===== config.mk =====
export PLATFORM = sky130hd
export DESIGN_NAME = cmpt_cordic_cell
export DESIGN_NICKNAME = d
export VERILOG_FILES = /design/src/hw/rtl/cmpt_pkg.sv /design/src/hw/rtl/cmpt_cordic_cell.sv
export SDC_FILE = /design/constraint.sdc
export NUM_CORES = 1
export LEC_CHECK = 0
export ABC_AREA = 0
export ABC_CLOCK_PERIOD_IN_PS = 1600
export BUFFER_PORTS_ARGS = -buffer_cell sky130_fd_sc_hd__buf_2
export CAP_MARGIN = 10
export CORE_MARGIN = 5
export CORE_UTILIZATION = 59
export DETAILED_ROUTE_END_ITERATION = 12
export PLACE_DENSITY = 0.89
export RECOVER_POWER = 100
export SYNTH_ARGS = -nofsm -noshare
export SYNTH_HDL_FRONTEND = slang
export SYNTH_SLANG_ARGS = --single-unit

===== constraint.sdc =====
create_clock -name clk_i -period 1.6 [get_ports clk_i]
set_input_delay 0.24 -clock clk_i [delete_from_list [all_inputs] [get_ports clk_i]]
set_output_delay 0.24 -clock clk_i [all_outputs]
set_load 0.02 [all_outputs]

===== src/hw/rtl/cmpt_pkg.sv =====
// Shared types and constants for the complex magnitude/phase threshold detector.
package cmpt_pkg;

  // Angle accumulator width; pi is 2^31
  localparam int ZW = 34;
  localparam int TABLE_LEN = 24;
  localparam int GUARD_BITS = 8;
  localparam int GAIN_W = 30;
  localparam logic [GAIN_W-1:0] GAIN_Q30 = 30'd652032874;
  localparam logic signed [ZW-1:0] PI_Z = 34'sd2147483648;
  localparam logic [15:0] THRESHOLD_RST = 16'd32768;
  localparam int MAG_SHIFT = 38;

  localparam logic signed [ZW-1:0] ATAN_TAB [TABLE_LEN] = '{
    34'sd536870912, 34'sd316933406, 34'sd167458907, 34'sd85004756,
    34'sd42667331,  34'sd21354465,  34'sd10679838,  34'sd5340245,
    34'sd2670163,   34'sd1335087,   34'sd667544,    34'sd333772,
    34'sd166886,    34'sd83443,     34'sd41722,     34'sd20861,
    34'sd10430,     34'sd5215,      34'sd2608,      34'sd1304,
    34'sd652,       34'sd326,       34'sd163,       34'sd81
  };

  typedef struct packed {
    logic vld;
    logic zero;
    logic last;
  } cmpt_side_t;

endpackage


===== src/hw/rtl/cmpt_cordic_cell.sv =====
// One vectoring CORDIC micro-rotation cell with its pipeline register.
module cmpt_cordic_cell import cmpt_pkg::*; #(
  parameter int XW = 28,
  parameter int K  = 0
) (
  input  logic                 clk_i,
  input  logic                 rst_ni,
  input  logic                 en_i,
  input  cmpt_side_t           side_i,
  input  logic signed [XW-1:0] x_i,
  input  logic signed [XW-1:0] y_i,
  input  logic signed [ZW-1:0] z_i,
  output cmpt_side_t           side_o,
  output logic signed [XW-1:0] x_o,
  output logic signed [XW-1:0] y_o,
  output logic signed [ZW-1:0] z_o
);

  cmpt_side_t           side_q;
  logic signed [XW-1:0] x_d, x_q, y_d, y_q;
  logic signed [ZW-1:0] z_d, z_q;

  always_comb begin
    if (!y_i[XW-1]) begin
      x_d = x_i + (y_i >>> K);
      y_d = y_i - (x_i >>> K);
      z_d = z_i + ATAN_TAB[K];
    end else begin
      x_d = x_i - (y_i >>> K);
      y_d = y_i + (x_i >>> K);
      z_d = z_i - ATAN_TAB[K];
    end
  end

  always_ff @(posedge clk_i or negedge rst_ni) begin
    if (!rst_ni) begin
      side_q <= '0;
    end else if (en_i) begin
      side_q <= side_i;
    end
  end

  always_ff @(posedge clk_i) begin
    if (en_i) begin
      x_q <= x_d;
      y_q <= y_d;
      z_q <= z_d;
    end
  end

  assign side_o = side_q;
  assign x_o    = x_q;
  assign y_o    = y_q;
  assign z_o    = z_q;

endmodule


==> results of run 1 <==
[metal layers]
layer / track usage [%] / overflow
met1: 85.9 / 11
met2: 128 / 914
met3: 73.9 / 8
met4: 115 / 337
met5: 41.7 / 1
[kinds of logic after synthesis]
family / share of synthesized area, %
flip-flops: 37.0
buffers and inverters: 7.18
adder cells (fa/ha/maj): 15.2
AO/OA/AOI/OAI: 22.5
XOR/XNOR: 6.26
multiplexers: 1.82
AND/OR/NAND/NOR: 10.0
[timing repair]
item	4_1_cts
endpoints found under the hold margin	3
hold buffers	1
resized for setup	177
cloned	0
endpoints found under the setup margin	47
setup buffers	33
pin swaps	75
[stage by stage]
step | instance area (um2) | TNS, ns
4_1_cts | 11600 | -26.94
3_5_place_dp | 10300 | -51.46
3_3_place_gp | 10300 | -45.78
2_1_floorplan | 7650 | -27.98
==> metrics.txt, run 1 <==
status aborted with a tool error; stage reached global routing (5_1_grt); stop err [ERROR GRT-0232] Routing congestion too high. Check the congestion heatmap in the GUI.; EDFF count, synth 89; largest net degree at the start of global routing 38; synthesized area per cell roughly 9.5 um2; Synth Flop Type edfxtp_1; clk buf depth 2; top cell type's share of synthesized area a little over a third; count leader, synth inv_1; Total Routing Usage GR 98.1%; root buf cell clkbuf_16; Clock Sinks ~90; Worst EP kind register input; number of placement rows around 40; async set or reset register ratio after synthesis between 3 and 4%; Num CTS Buffers 9; I/O pin count 189; GRT overflow 1271; Initial Util approximately three fifths; Setup WS pre-CTS -1.48 ns; Synth Net Count approximately 960; Die Wd ~120 um; H-tree depth 3; sequential share of the synthesized area a little under two fifths; RD Place Congestion 1.07; DP HPWL roughly 20000 um; main area contributors after synthesis edfxtp_1, ha_1, a21oi_1, xnor2_1, inv_1; worst-path endpoint after global-route repair_timing y_o[24]$_DFFE_PP_/D; placed insts between 1000 and 1500; Post-Syn Area around 7400 um2; synth warn 0; DIE HEIGHT around 120 um; Post-Synthesis Cells ~800; I/O Buffers between 150 and 200; most frequent cells after synthesis inv_1, edfxtp_1, ha_1; unique cell type count in the Yosys netlist just under 80; Synth area leader edfxtp_1; #FFs+latches synth between 90 and 100
==> run 2, diff against run 1 <==
--- a/config.mk
+++ b/config.mk
@@ -10,9 +10,9 @@
 export BUFFER_PORTS_ARGS = -buffer_cell sky130_fd_sc_hd__buf_2
 export CAP_MARGIN = 10
 export CORE_MARGIN = 5
-export CORE_UTILIZATION = 59
+export CORE_UTILIZATION = 40
 export DETAILED_ROUTE_END_ITERATION = 12
-export PLACE_DENSITY = 0.89
+export PLACE_DENSITY_LB_ADDON = 0.15
 export RECOVER_POWER = 100
 export SYNTH_ARGS = -nofsm -noshare
 export SYNTH_HDL_FRONTEND = slang
==> metrics.txt, run 2 <==
status finished with violations; failing checks setup timing; CP required 1.71 ns; commonest non-fill, non-tap cells in the layout buf_4, clkbuf_1, edfxtp_1; pwr dens between 700 and 800 nW/um2; unique cell type count in the Yosys netlist just under 80; Synth Net Count about 960; largest net degree at the start of global routing 30; drt via density roughly 5.1; Slew HR approximately two fifths; most frequent cells after synthesis inv_1, edfxtp_1, ha_1; CTS clk-pin slew, worst paths ~0.070 ns; max reg flops 34; placed insts around 1400; most common cell after layout, fill and taps aside buf_4; worst vdd rail ir drop about 0.52 mV; vias in the first global route 7705; CP startpoint kind input pin; Synth Flop Type edfxtp_1; TritonRoute pass-1 iters 5; Fmax between 300 and 400 MHz; Crit Path Class in2reg; Non-Filler Instances roughly 1500; clock tree from TritonCTS yes; flop-to-flop setup slack roughly 0.85 ns; hold slack roughly 0.053 ns; layout cell share with drive strength beyond 1 around 44%; Layout area overhead 62.2%; synthesized area per cell approximately 9.5 um2; met3 Usage GRT under 10%; Max Cap Viol 0; RSZ-0062 raised after global routing yes; Post-Synthesis Cells roughly 780; Die ar. 21400 um2; Final ANT Viol Nets 0; Die Wd 146 um; routed len/inst around 17 um; Seq. cell area 2750 um2; I/O pin count roughly 190; Total Routing Usage GR 22.5%; synth warn 0; I/O Buffers ~190; main area contributors after synthesis edfxtp_1, ha_1, a21oi_1, xnor2_1, inv_1; GR Util met1 29.1%; HP Class in2reg; EDFF count, synth 89; final setup fails 47; Core ar. between 15000 and 20000 um2; top cell type's share of synthesized area 36.0%; post-synthesis mux area share 1.82%; GRT overflow 0; sequential share of the synthesized area a little under two fifths; Max Clock Skew 0 ns; via count 7460; Synth area leader edfxtp_1; clk_lat worst skew about 0.36 ns; DRC 0; DIE HEIGHT roughly 150 um; Final min period about 2.6 ns; Arr. time, crit path ~2.7 ns; worst slew pin tran ~0.87 ns; Compound-Gate Fraction of Synth Area approximately 22%; initial antenna violation count 0; Num CTS Buffers 9; #FFs+latches synth just over 90; Slew Limit Fails 0; largest family of logic cells by synthesized area compound AO/OA/AOI/OAI gates; CP Capture Type flop; first-pass GRT wire length 39400 um; GRT met2 Usage 39.2%; area of the multi-input gates 5120 um2; Post-Syn Area ~7400 um2; Post-Synth Adder-Cell Area 15.2%; Post-Route WL approximately 24000 um; number of fillers in the final layout 1502; busiest grt layer met2; Final Hold Fails 0; part of the cycle the worst path needs 162%; Util after Layout approximately 67%; number of placement rows around 50; setup ws final -0.986 ns; fin nets 1400; H-tree depth 3; async set or reset register ratio after synthesis 3.26%; Clock Sinks about 90; Synth Area in Simple Gates 10.0%; root buf cell clkbuf_16; Design Power between 0.009 and 0.01 W; clk buf depth 2; count leader, synth inv_1; Pleak 5.31 nW; Ant. Diodes 0; largest fanout on the critical path 3; XOR/XNOR share of the synthesized area 6.26%; Detailed Route Iter0 Violations roughly 440; Initial Util 41.0%; RD Place Congestion between 0.9 and 1; DP HPWL 18500 um
run 2: logic make-up after synthesis:
| logic type | Yosys count |
|---|---|
| and+or+nand+nor | 157 |
| muxes | 13 |
| xor gates and xnor gates | 53 |
| DFF | 92 |
| buffers and inverters | 131 |
| AOI/OAI and AO/OA | 243 |
| adders and majority gates | 88 |
run 2: repair_timing:
action | in CTS | in global routing
hold buffers | 1 | 0
setup endpoints to repair | 45 | 46
buffers inserted | 43 | 11
pin swaps | 89 | 37
endpoints found under the hold margin | 3 | 0
gates resized for setup | 161 | 59
run 2: through the flow:
stage | setup slack [ns] | cell area (um2) | TNS (ns)
floorplan | -1.11 | 7650 | -27.98
detailed placement | -1.41 | 10600 | -48.06
global placement | -1.40 | 10600 | -47.23
CTS | -0.927 | 11800 | -24.61
finish | -0.986 | 12000 | -28.63
global route | -1.07 | 12000 | -33.61
run 2: final timing paths:
| kind | startpoint | end | depth (start not counted) |
|---|---|---|---|
| setup / recovery | x_i[0] | y_o[24] | 13 |
| hold / removal | z_i[10] | z_o[10] | 1 |
| setup reg to reg | side_o[2] | side_o[2] | 1 |
| hold reg to reg | side_o[0] | side_o[0] | 1 |
| max in group asynchronous | rst_ni | side_o[1] | 2 |
| min in group asynchronous | rst_ni | side_o[2] | 2 |
run 2: routing by layer:
layer  vias up  wire [um]
li1       3654          -
met4         0        416
met2       258      11800
met5         -          0
met1      3513      10600
met3        35       1570
run 2: cell type report:
| cell class | count | area share [%] |
|---|---|---|
| Multi-Input combinational cell | 554 | 42.6 |
| Timing Repair Buffer | 465 | 26.6 |
| Sequential cell | 92 | 22.8 |
| Inverter | 94 | 3.14 |
| Tap cell | 229 | 2.38 |
| Clock buffer | 9 | 1.87 |
| Clock inverter | 7 | 0.561 |
run 2: power breakdown:
| part | leakage, nW | internal [W] | total, W | switching (W) |
|---|---|---|---|---|
| Sequential | 0.906 | 0.00307 | 0.00316 | 0.0000931 |
| Clock | 0.140 | 0.00110 | 0.00221 | 0.00111 |
| Combinational | 4.26 | 0.00194 | 0.00424 | 0.00229 |
| Total | 5.31 | 0.00611 | 0.00961 | 0.00350 |
run 2: worst max-delay path: stages:
cell and delay [ns]:
buf_8 0.10, buf_4 0.13, ha_4 0.17, fa_2 0.37, nor2b_4 0.15, o21ai_4 0.08, a2111oi_4 0.34, nor3_2 0.12
a211oi_2 0.28, a31o_1 0.29, a311o_1 0.19, o221a_1 0.17, xor2_1 0.06
(Power assumes the default switching activity.)
