===== config.mk =====
export PLATFORM = sky130hd
export DESIGN_NAME = cmpt_detect
export DESIGN_NICKNAME = d
export VERILOG_FILES = /design/src/hw/rtl/cmpt_pkg.sv /design/src/hw/rtl/cmpt_detect.sv
export SDC_FILE = /design/constraint.sdc
export NUM_CORES = 1
export LEC_CHECK = 0
export BUFFER_PORTS_ARGS = -buffer_cell sky130_fd_sc_hd__buf_2
export CAP_MARGIN = 20
export CORE_MARGIN = 2
export CORE_UTILIZATION = 35
export DETAILED_ROUTE_END_ITERATION = 6
export GPL_TIMING_DRIVEN = 0
export HOLD_SLACK_MARGIN = 0.12
export MAX_ROUTING_LAYER = met4
export SYNTH_ARGS = -nofsm -noshare
export SYNTH_HDL_FRONTEND = slang
export SYNTH_SLANG_ARGS = --single-unit

===== constraint.sdc =====
create_clock -name clk_i -period 2.5 [get_ports clk_i]
set_input_delay 0.5 -clock clk_i [delete_from_list [all_inputs] [get_ports clk_i]]
set_output_delay 0.5 -clock clk_i [all_outputs]
set_load 0.01 [all_outputs]

===== src/hw/rtl/cmpt_pkg.sv =====
// Shared types and constants for the complex magnitude/phase threshold detector.
package cmpt_pkg;

  // Angle accumulator width; pi is 2^31
  localparam int ZW = 34;
  localparam int TABLE_LEN = 24;
  localparam int GUARD_BITS = 8;
  localparam int GAIN_W = 30;
  localparam logic [GAIN_W-1:0] GAIN_Q30 = 30'd652032874;
  localparam logic signed [ZW-1:0] PI_Z = 34'sd2147483648;
  localparam logic [15:0] THRESHOLD_RST = 16'd32768;
  localparam int MAG_SHIFT = 38;

  localparam logic signed [ZW-1:0] ATAN_TAB [TABLE_LEN] = '{
    34'sd536870912, 34'sd316933406, 34'sd167458907, 34'sd85004756,
    34'sd42667331,  34'sd21354465,  34'sd10679838,  34'sd5340245,
    34'sd2670163,   34'sd1335087,   34'sd667544,    34'sd333772,
    34'sd166886,    34'sd83443,     34'sd41722,     34'sd20861,
    34'sd10430,     34'sd5215,      34'sd2608,      34'sd1304,
    34'sd652,       34'sd326,       34'sd163,       34'sd81
  };

  typedef struct packed {
    logic vld;
    logic zero;
    logic last;
  } cmpt_side_t;

endpackage


===== src/hw/rtl/cmpt_detect.sv =====
// Gain correction, rounding, threshold compare and first-crossing tracking.
module cmpt_detect import cmpt_pkg::*; #(
  parameter int XW          = 28,
  parameter int MAX_SAMPLES = 65536
) (
  input  logic                 clk_i,
  input  logic                 rst_ni,
  input  logic                 en_i,
  input  cmpt_side_t           side_i,
  input  logic signed [XW-1:0] x_i,
  input  logic signed [ZW-1:0] z_i,
  input  logic                 cfg_we_i,
  input  logic [15:0]          cfg_wdata_i,
  output logic                 m_axis_tvalid_o,
  output logic [55:0]          m_axis_tdata_o,
  output logic                 m_axis_tlast_o
);

  localparam int PW  = XW - 1 + GAIN_W;
  localparam int MW  = (PW - MAG_SHIFT + 1 > 17) ? (PW - MAG_SHIFT + 1) : 17;
  localparam int CAP = (MAX_SAMPLES - 1 > 65535) ? 65535 : (MAX_SAMPLES - 1);
  localparam int CW  = (CAP > 1) ? $clog2(CAP + 1) : 1;
  localparam logic [CW-1:0] CAP_C = CW'(CAP);

  // multiply stage
  cmpt_side_t    side_a_q;
  logic [PW-1:0] prod_q;
  logic [15:0]   ph_a_q;
  logic [XW-2:0] x_pos;
  logic [ZW-1:0] z_rnd;

  // round stage
  cmpt_side_t    side_b_q;
  logic [15:0]   mag_b_q, mag_b_d, ph_b_q;
  logic [PW:0]   sum;
  logic [MW-1:0] mag_ext;

  // detect stage
  logic          vld_q, last_q;
  logic [15:0]   mag_q, ph_q, hit_q;
  logic          above_q, first_q, found_out_q;
  logic [15:0]   thr_q;
  logic [CW-1:0] cnt_q;
  logic [CW-1:0] idx_q;
  logic          found_q;
  logic          above, first;

  assign x_pos = x_i[XW-1] ? '0 : x_i[XW-2:0];
  assign z_rnd = z_i + ZW'(32768);

  always_ff @(posedge clk_i or negedge rst_ni) begin
    if (!rst_ni) begin
      side_a_q <= '0;
      side_b_q <= '0;
    end else if (en_i) begin
      side_a_q <= side_i;
      side_b_q <= side_a_q;
    end
  end

  always_ff @(posedge clk_i) begin
    if (en_i) begin
      prod_q  <= PW'(x_pos) * PW'(GAIN_Q30);
      ph_a_q  <= z_rnd[31:16];
      mag_b_q <= mag_b_d;
      ph_b_q  <= side_a_q.zero ? '0 : ph_a_q;
    end
  end

  always_comb begin
    sum     = {1'b0, prod_q} + (PW+1)'(64'd1 << (MAG_SHIFT - 1));
    mag_ext = MW'(sum[PW:MAG_SHIFT]);
    if (side_a_q.zero) begin
      mag_b_d = '0;
    end else if (|mag_ext[MW-1:16]) begin
      mag_b_d = 16'hFFFF;
    end else begin
      mag_b_d = mag_ext[15:0];
    end
  end

  assign above = mag_b_q > thr_q;
  assign first = above && !found_q;

  always_ff @(posedge clk_i or negedge rst_ni) begin
    if (!rst_ni) begin
      thr_q   <= THRESHOLD_RST;
      vld_q   <= 1'b0;
      cnt_q   <= '0;
      idx_q   <= '0;
      found_q <= 1'b0;
    end else begin
      if (cfg_we_i) begin
        thr_q <= cfg_wdata_i;
      end
      if (en_i) begin
        vld_q <= side_b_q.vld;
        if (side_b_q.vld) begin
          if (side_b_q.last) begin
            cnt_q   <= '0;
            idx_q   <= '0;
            found_q <= 1'b0;
          end else begin
            if (cnt_q < CAP_C) begin
              cnt_q <= cnt_q + CW'(1);
            end
            if (first) begin
              idx_q   <= cnt_q;
              found_q <= 1'b1;
            end
          end
        end
      end
    end
  end

  always_ff @(posedge clk_i) begin
    if (en_i) begin
      mag_q       <= mag_b_q;
      ph_q        <= ph_b_q;
      above_q     <= above;
      first_q     <= first;
      found_out_q <= found_q | above;
      hit_q       <= first ? 16'(cnt_q) : 16'(idx_q);
      last_q      <= side_b_q.last;
    end
  end

  assign m_axis_tvalid_o = vld_q;
  assign m_axis_tlast_o  = last_q;
  assign m_axis_tdata_o  = {5'd0, hit_q, found_out_q, first_q, above_q, ph_q, mag_q};

endmodule


==> results.yml, run 1 <==
placed_design:
  io_buffers: 118
  place_congestion: 0.958
  dp_hpwl_microns: 43300
  dp_cells: 2824
layout:
  fin_util_pct: 43.2
  nets: 2859
  fill_cells: 5501
  antennaDiodeCount: 0
  instances_no_fill: 2960
  syn_to_final_growth_pct: 22.6
  final_layout_size_suffix_gt1_share_pct: 24.9
  layout_common_cells: "481 x inv_1, 296 x fa_1, 232 x ha_1"
  final_common_cell: "inv_1"
critical_path:
  crit_fanout: 6
  crit_path_top_delay_cell: "fa_1"
  worstPathRequired_ns: 2.67
  end_kind: "flop"
  max_stage_delay_ns: 0.57
  crit_buf_inv: 9
  path_class: "in -> reg"
  crit_family: "adder cells"
  start_kind: "input pin"
  critPathMostFrequentCell: "fa_2"
  arrival_ns: 6.93
synth:
  syn_avg_cell_area_sq_um: 10.7
  postSynthCellCount: 1927
  synth_area_sq_um: 20700
  ys_seq_elements: 175
  yosysTopAreaCellShare_pct: 31.5
  synth.largest_area_cell: "fa_1"
  synth.area.top_cells: "fa_1 31%, edfxtp_1 17%, ha_1 17%, inv_1 9.7%, dfrtp_1 6.5%"
  ys.flop_type: "edfxtp_1"
  synth-edff-count: 120
  synthArstFlopShare_pct: 31.4
  yosys_warnings: 0
  synth-seq-area-share_pct: 24.1
  synth_cell_types: 63
global_route:
  grt_pass1_vias: 14719
  grt_pass1_wl_microns: 80600
  gr-total-overflow: 0
  antenna_found_initial: 0
  grt_max_degree: 76
  grt_usage_pct: 17.8
timing:
  worstMarginPinSlew_ns: 0.667
  holdWs_ns: 0.292
  setup_viol: 22
  slew_headroom_pct: 55.4
  hold_violations: 0
  tns_ns: -81.84
  rsz0062_at_grt: "yes"
  timing.final.ws_setup_ns: -4.26
  fin_crit_ns: 6.76
  slew_violations: 0
  fin_crit_sh_pct: 270
  fmax_mhz: 148
  clock_skew_ns: 0.0151
cts:
  htree_levels: 4
  clk_latency_ns: 0.43
  cts_made_buffers: 17
  clockRootBuffer: "clkbuf_16"
  cts_tree: "done"
  clkTransAtPathRegs_ns: 0.06
  numClockSinks: 175
  clockBufferDepth: 2
route:
  routed_via_density: 4.65
  drt_iter0_markers: 446
  drt-total-wl_microns: 52100
  wl_per_cell_microns: 17.6
  drc: 0
  routed-via-count: 13768
  dr.pass1.iters: 5
  antenna_left: 0
flow_run:
  cap_violations: 0
floorplanning:
  die_x_microns: 247
  die_h_microns: 247
  die_area_sq_um: 61000
  coreArea_sq_um: 58700
  start_util_pct: 35.2
  ios: 143
  fp-row-count: 89
run_status:
  violations: "negative setup slack"
  outcome: "finished with violations"
min_path:
  hold_class: "in -> reg"
-- through the flow --
step / setup slack [ns] / area (sq um)
after floorplan: -4.09 / 21100
after global placement: -6.13 / 22700
after detailed placement: -6.12 / 22700
after CTS: -4.31 / 24500
after global routing: -4.47 / 25300
final: -4.26 / 25300
-- cell families (layout without fill, tap and decap cells) --
| family | Yosys count | count (layout) | synth area share [%] |
|---|---|---|---|
| compound gates | 183 | 183 | 5.48 |
| xor+xnor | 77 | 77 | 3.26 |
| fa+ha+maj | 600 | 600 | 48.1 |
| buf+inv | 574 | 830 | 10.6 |
| flops | 175 | 175 | 24.1 |
| mux | 21 | 21 | 1.14 |
| other cells | 1 | 5 | 0.0181 |
| simple gates | 296 | 296 | 7.31 |
-- synth_stat cells (all sizes together) (6+ instances only) --
cell type	n
a21o	17
a21oi	48
a22oi	17
and3	8
buf	12
clkbuf	27
dfrtp	54
edfxtp	120
fa	325
ha	275
inv	535
mux2	20
nand2	77
nand2b	16
nand3	31
nand4	20
nor2	55
nor2b	40
nor3	12
nor4	6
o21ai	55
or2	7
or3	7
xnor2	41
xor2	36
-- metal layers --
metal  vias to the layer above  global-route usage [%]  wire length, microns
met5                         -                       -                     0
li1                       6529                       -                     -
met2                       320                    29.7                 25500
met3                        77                    2.45                  2380
met4                         0                    5.28                  1450
met1                      6842                    22.6                 22700
-- final cells by class --
class	instances	area (sq um)	share of cell area (%)
Clock inverter	7	60.1	0.237
Buffer	37	309	1.22
Clock buffer	25	539	2.13
Timing Repair Buffer	226	1590	6.25
Tap cell	773	967	3.82
Sequential cell	175	4990	19.7
Inverter	535	2060	8.14
Multi-Input combinational cell	1182	14800	58.5
-- state kept, by name, indices dropped and copies added (netlist names) --
register         flops
cnt_q               16
thr_q               16
mag_b_q             16
m_axis_tlast_o       1
ph_b_q              16
mag_q               16
first_q              1
side_a_q             3
hit_q               16
prod_q              20
m_axis_tvalid_o      1
ph_a_q              16
idx_q               16
side_b_q             2
found_q              1
found_out_q          1
ph_q                16
above_q              1
-- worst min-delay path: stages --
cell	delay, ns
buf_2	0.08
nand2_1	0.04
o21ai_0	0.05
-- worst paths after layout --
path	startpoint	endpoint	slack, ns	cells after the start
worst max register to register	thr_q[15]$_DFFE_PN1P_	hit_q[9]$_DFFE_PP_	-0.01	8
min in group asynchronous	rst_ni	thr_q[9]$_DFFE_PN0P_	0.53	2
worst max-delay path	x_i[27]	prod_q[55]$_DFFE_PP_	-4.26	25
worst min register to register	ph_b_q[15]$_SDFFCE_PP0P_	ph_q[15]$_DFFE_PP_	0.42	0
worst min-delay path	cfg_wdata_i[13]	thr_q[13]$_DFFE_PN0P_	0.29	3
max in group asynchronous	rst_ni	cnt_q[7]$_DFFE_PN0P_	1.41	3
-- what timing repair did --
item                                    in CTS  in global routing
pin swaps                                   80                 73
setup buffers                               70                 37
hold endpoints to repair                    14                  0
gates cloned                                 0                  2
resized for setup                          136                152
hold buffers                                 1                  0
endpoints found under the setup margin      74                 78
Power of run 1 is left out: the tool's default activity adds up to more than one toggle a clock period on the data nets, which glitch-free logic cannot reach.
==> run 2: changes to the inputs <==
- ABC_AREA: not set -> 1
- GPL_TIMING_DRIVEN: 0 -> not set
==> results.yml, run 2 <==
floorplanning:
  coreArea_sq_um: 64500
  die_h_microns: 259
  start_util_pct: 35.4
  fp-row-count: 93
  die_area_sq_um: 67300
  die_x_microns: 259
  ios: 143
route:
  routed_via_density: 4.56
  antenna_left: 0
  wl_per_cell_microns: 16.2
  drc: 0
  routed-via-count: 17801
  drt-total-wl_microns: 63200
  dr.pass1.iters: 6
  drt_iter0_markers: 1041
layout:
  stdcell_area_sq_um: 29400
  regMostFlops: "prod_q"
  nets: 3723
  instances_no_fill: 3906
  fill_cells: 6334
  largest_reg_flops: 20
  final_layout_size_suffix_gt1_share_pct: 28.0
  antennaDiodeCount: 0
  layout_common_cells: "691 x inv_1, 357 x nand2_1, 314 x buf_4"
  syn_to_final_growth_pct: 28.7
  final_common_cell: "inv_1"
synth:
  yosys_warnings: 0
  ys_seq_elements: 175
  synthArstFlopShare_pct: 31.4
  synth.largest_area_cell: "fa_1"
  synth_top_family_by_area: "adder cells"
  synth_cell_types: 46
  synth-simple-area-share_pct: 15.0
  ys.flop_type: "edfxtp_1"
  synth_xor_area_share_pct: 1.80
  synth_fa_ha_area_share_pct: 43.5
  synth-seq-area-share_pct: 21.8
  synth_mux_area_share_pct: 0.0493
  yosysMostFrequentCell: "inv_1"
  synth-edff-count: 120
  synth_area_sq_um: 22800
  postSynthCellCount: 2593
  syn_avg_cell_area_sq_um: 8.81
  synth_compound_area_share_pct: 4.69
  synth_common_cells: "745 x inv_1, 411 x nand2_1, 325 x fa_1"
  yosysTopAreaCellShare_pct: 28.5
  synth.area.top_cells: "fa_1 28%, edfxtp_1 16%, ha_1 15%, inv_1 12%, nand2_1 6.8%"
timing:
  slew_headroom_pct: 51.1
  clock_skew_ns: 0.0107
  rsz0062_at_grt: "yes"
  setup_viol: 20
  fin_crit_sh_pct: 234
  fin_crit_ns: 5.85
  hold_violations: 0
  timing.final.ws_setup_ns: -3.35
  fmax_mhz: 171
  worstMarginPinSlew_ns: 0.734
  slew_violations: 0
run_status:
  outcome: "finished with violations"
  violations: "negative setup slack"
cts:
  clkTransAtPathRegs_ns: 0.07
  cts_tree: "done"
  clk_latency_ns: 0.43
  clockBufferDepth: 2
  cts_made_buffers: 17
  numClockSinks: 175
  clockRootBuffer: "clkbuf_16"
  htree_levels: 4
flow_run:
  cap_violations: 0
global_route:
  grt_pass1_vias: 18940
  grt_usage_pct: 20.2
  antenna_found_initial: 0
  grt_max_degree: 132
  grt_pass1_wl_microns: 102000
  gr-total-overflow: 0
min_path:
  holdPathStages: 3
  hold_class: "in -> reg"
  hp-start: "cfg_wdata_i[14]"
  min_to: "thr_q[14]$_DFFE_PN0P_"
placed_design:
  io_buffers: 120
  dp_hpwl_microns: 55700
  place_congestion: 0.972
  postPlaceCellArea_sq_um: 27700
  dp_cells: 3852
critical_path:
  start_kind: "input pin"
  arrival_ns: 6.04
  crit_fanout: 12
  ff2ff_setup_slack_ns: 0.22
  r2r_start: "thr_q[15]$_DFFE_PN1P_"
  end_kind: "flop"
  worst_r2r_path_depth: 10
  worstPathRequired_ns: 2.68
  path_class: "in -> reg"
  r2r-end: "hit_q[13]$_DFFE_PP_"
[run 2: cell types whose count changed in the layout (fill, tap and decap cells not counted), moves of 15 or more]
cell      previous run  this run
buf_4               97       314
nor2_2               3        31
nor2_4               2        30
nand4_1             20        39
o21ai_2              1        16
clkbuf_1            16         0
xnor2_1             39        11
inv_1              481       691
a21oi_2              9        32
nand2_1             72       357
nand2_2              3        39
nor2_1              50       113
nor2b_1             24         0
nand3_1             24        80
[run 2: logic make-up after synthesis]
kind of cell | count (synthesis)
AND/OR/NAND/NOR | 790
buffers and inverters | 780
adder cells (fa/ha/maj) | 600
AO/OA/AOI/OAI | 199
flip-flops | 175
XOR/XNOR | 47
other | 1
multiplexers | 1
[run 2: how the worst max path moves through the flow]
stage,slack [ns],start,end
2_1_floorplan,-3.22,x_i[27],prod_q[55]$_DFFE_PP_
4_1_cts,-3.30,x_i[27],prod_q[44]$_DFFE_PP_
3_3_place_gp,-4.02,x_i[27],prod_q[51]$_DFFE_PP_
5_1_grt,-3.52,x_i[27],prod_q[47]$_DFFE_PP_
3_5_place_dp,-4.02,x_i[27],prod_q[42]$_DFFE_PP_
6_report,-3.35,x_i[27],prod_q[44]$_DFFE_PP_
[run 2: critical path, stage by stage]
cell,delay (ns)
buf_12,0.12
clkinv_16,0.07
buf_12,0.15
nand2_8,0.09
inv_8,0.04
fa_2,0.60
inv_2,0.04
fa_2,0.56
fa_2,0.46
fa_2,0.54
inv_2,0.04
fa_2,0.46
fa_1,0.49
inv_1,0.05
fa_1,0.49
inv_2,0.04
ha_4,0.31
nand2_4,0.08
buf_6,0.12
nor4_4,0.30
nand2_2,0.09
o21ai_2,0.16
nor2_2,0.06
nand3_1,0.08
nand2_1,0.07
[run 2: metal layers]
| layer | vias up | part of all wire, % | wire length [microns] | GRT usage [%] |
|---|---|---|---|---|
| met1 | 8583 | 46 | 28800 | 26.7 |
| met5 | - | 0 | 0 | - |
| met3 | 67 | 4.2 | 2680 | 2.45 |
| li1 | 8773 | - | - | - |
| met2 | 378 | 48 | 30300 | 33.2 |
| met4 | 0 | 2.2 | 1410 | 4.34 |
[run 2: layout make-up]
class	instances	area (sq um)	area share [%]
clock inverters	14	156	0.532
flip-flops and latches	175	4980	16.9
well taps	855	1070	3.64
clock buffers	18	439	1.49
repair buffers	451	3240	11.0
inverters	751	2890	9.81
multi-input cells	1642	16600	56.6
[run 2: through the flow]
step	TNS, ns	util, %	hold slack (ns)	setup slack (ns)
CTS	-64.58	44.8	0.264	-3.30
floorplan	-63.78	-	0.204	-3.22
finish	-64.88	45.6	0.277	-3.35
detailed placement	-79.59	43.0	0.405	-4.02
global route	-68.38	45.6	0.268	-3.52
global placement	-78.86	43.0	0.400	-4.02
[run 2: repair_timing]
item / 4_1_cts / 5_1_grt
hold buffers: 1 / 0
hold endpoints to repair: 54 / 0
pin swaps: 57 / 60
gates resized for setup: 112 / 136
buffers inserted: 17 / 5
setup endpoints to repair: 20 / 26
Power of run 2 is left out for the same reason.
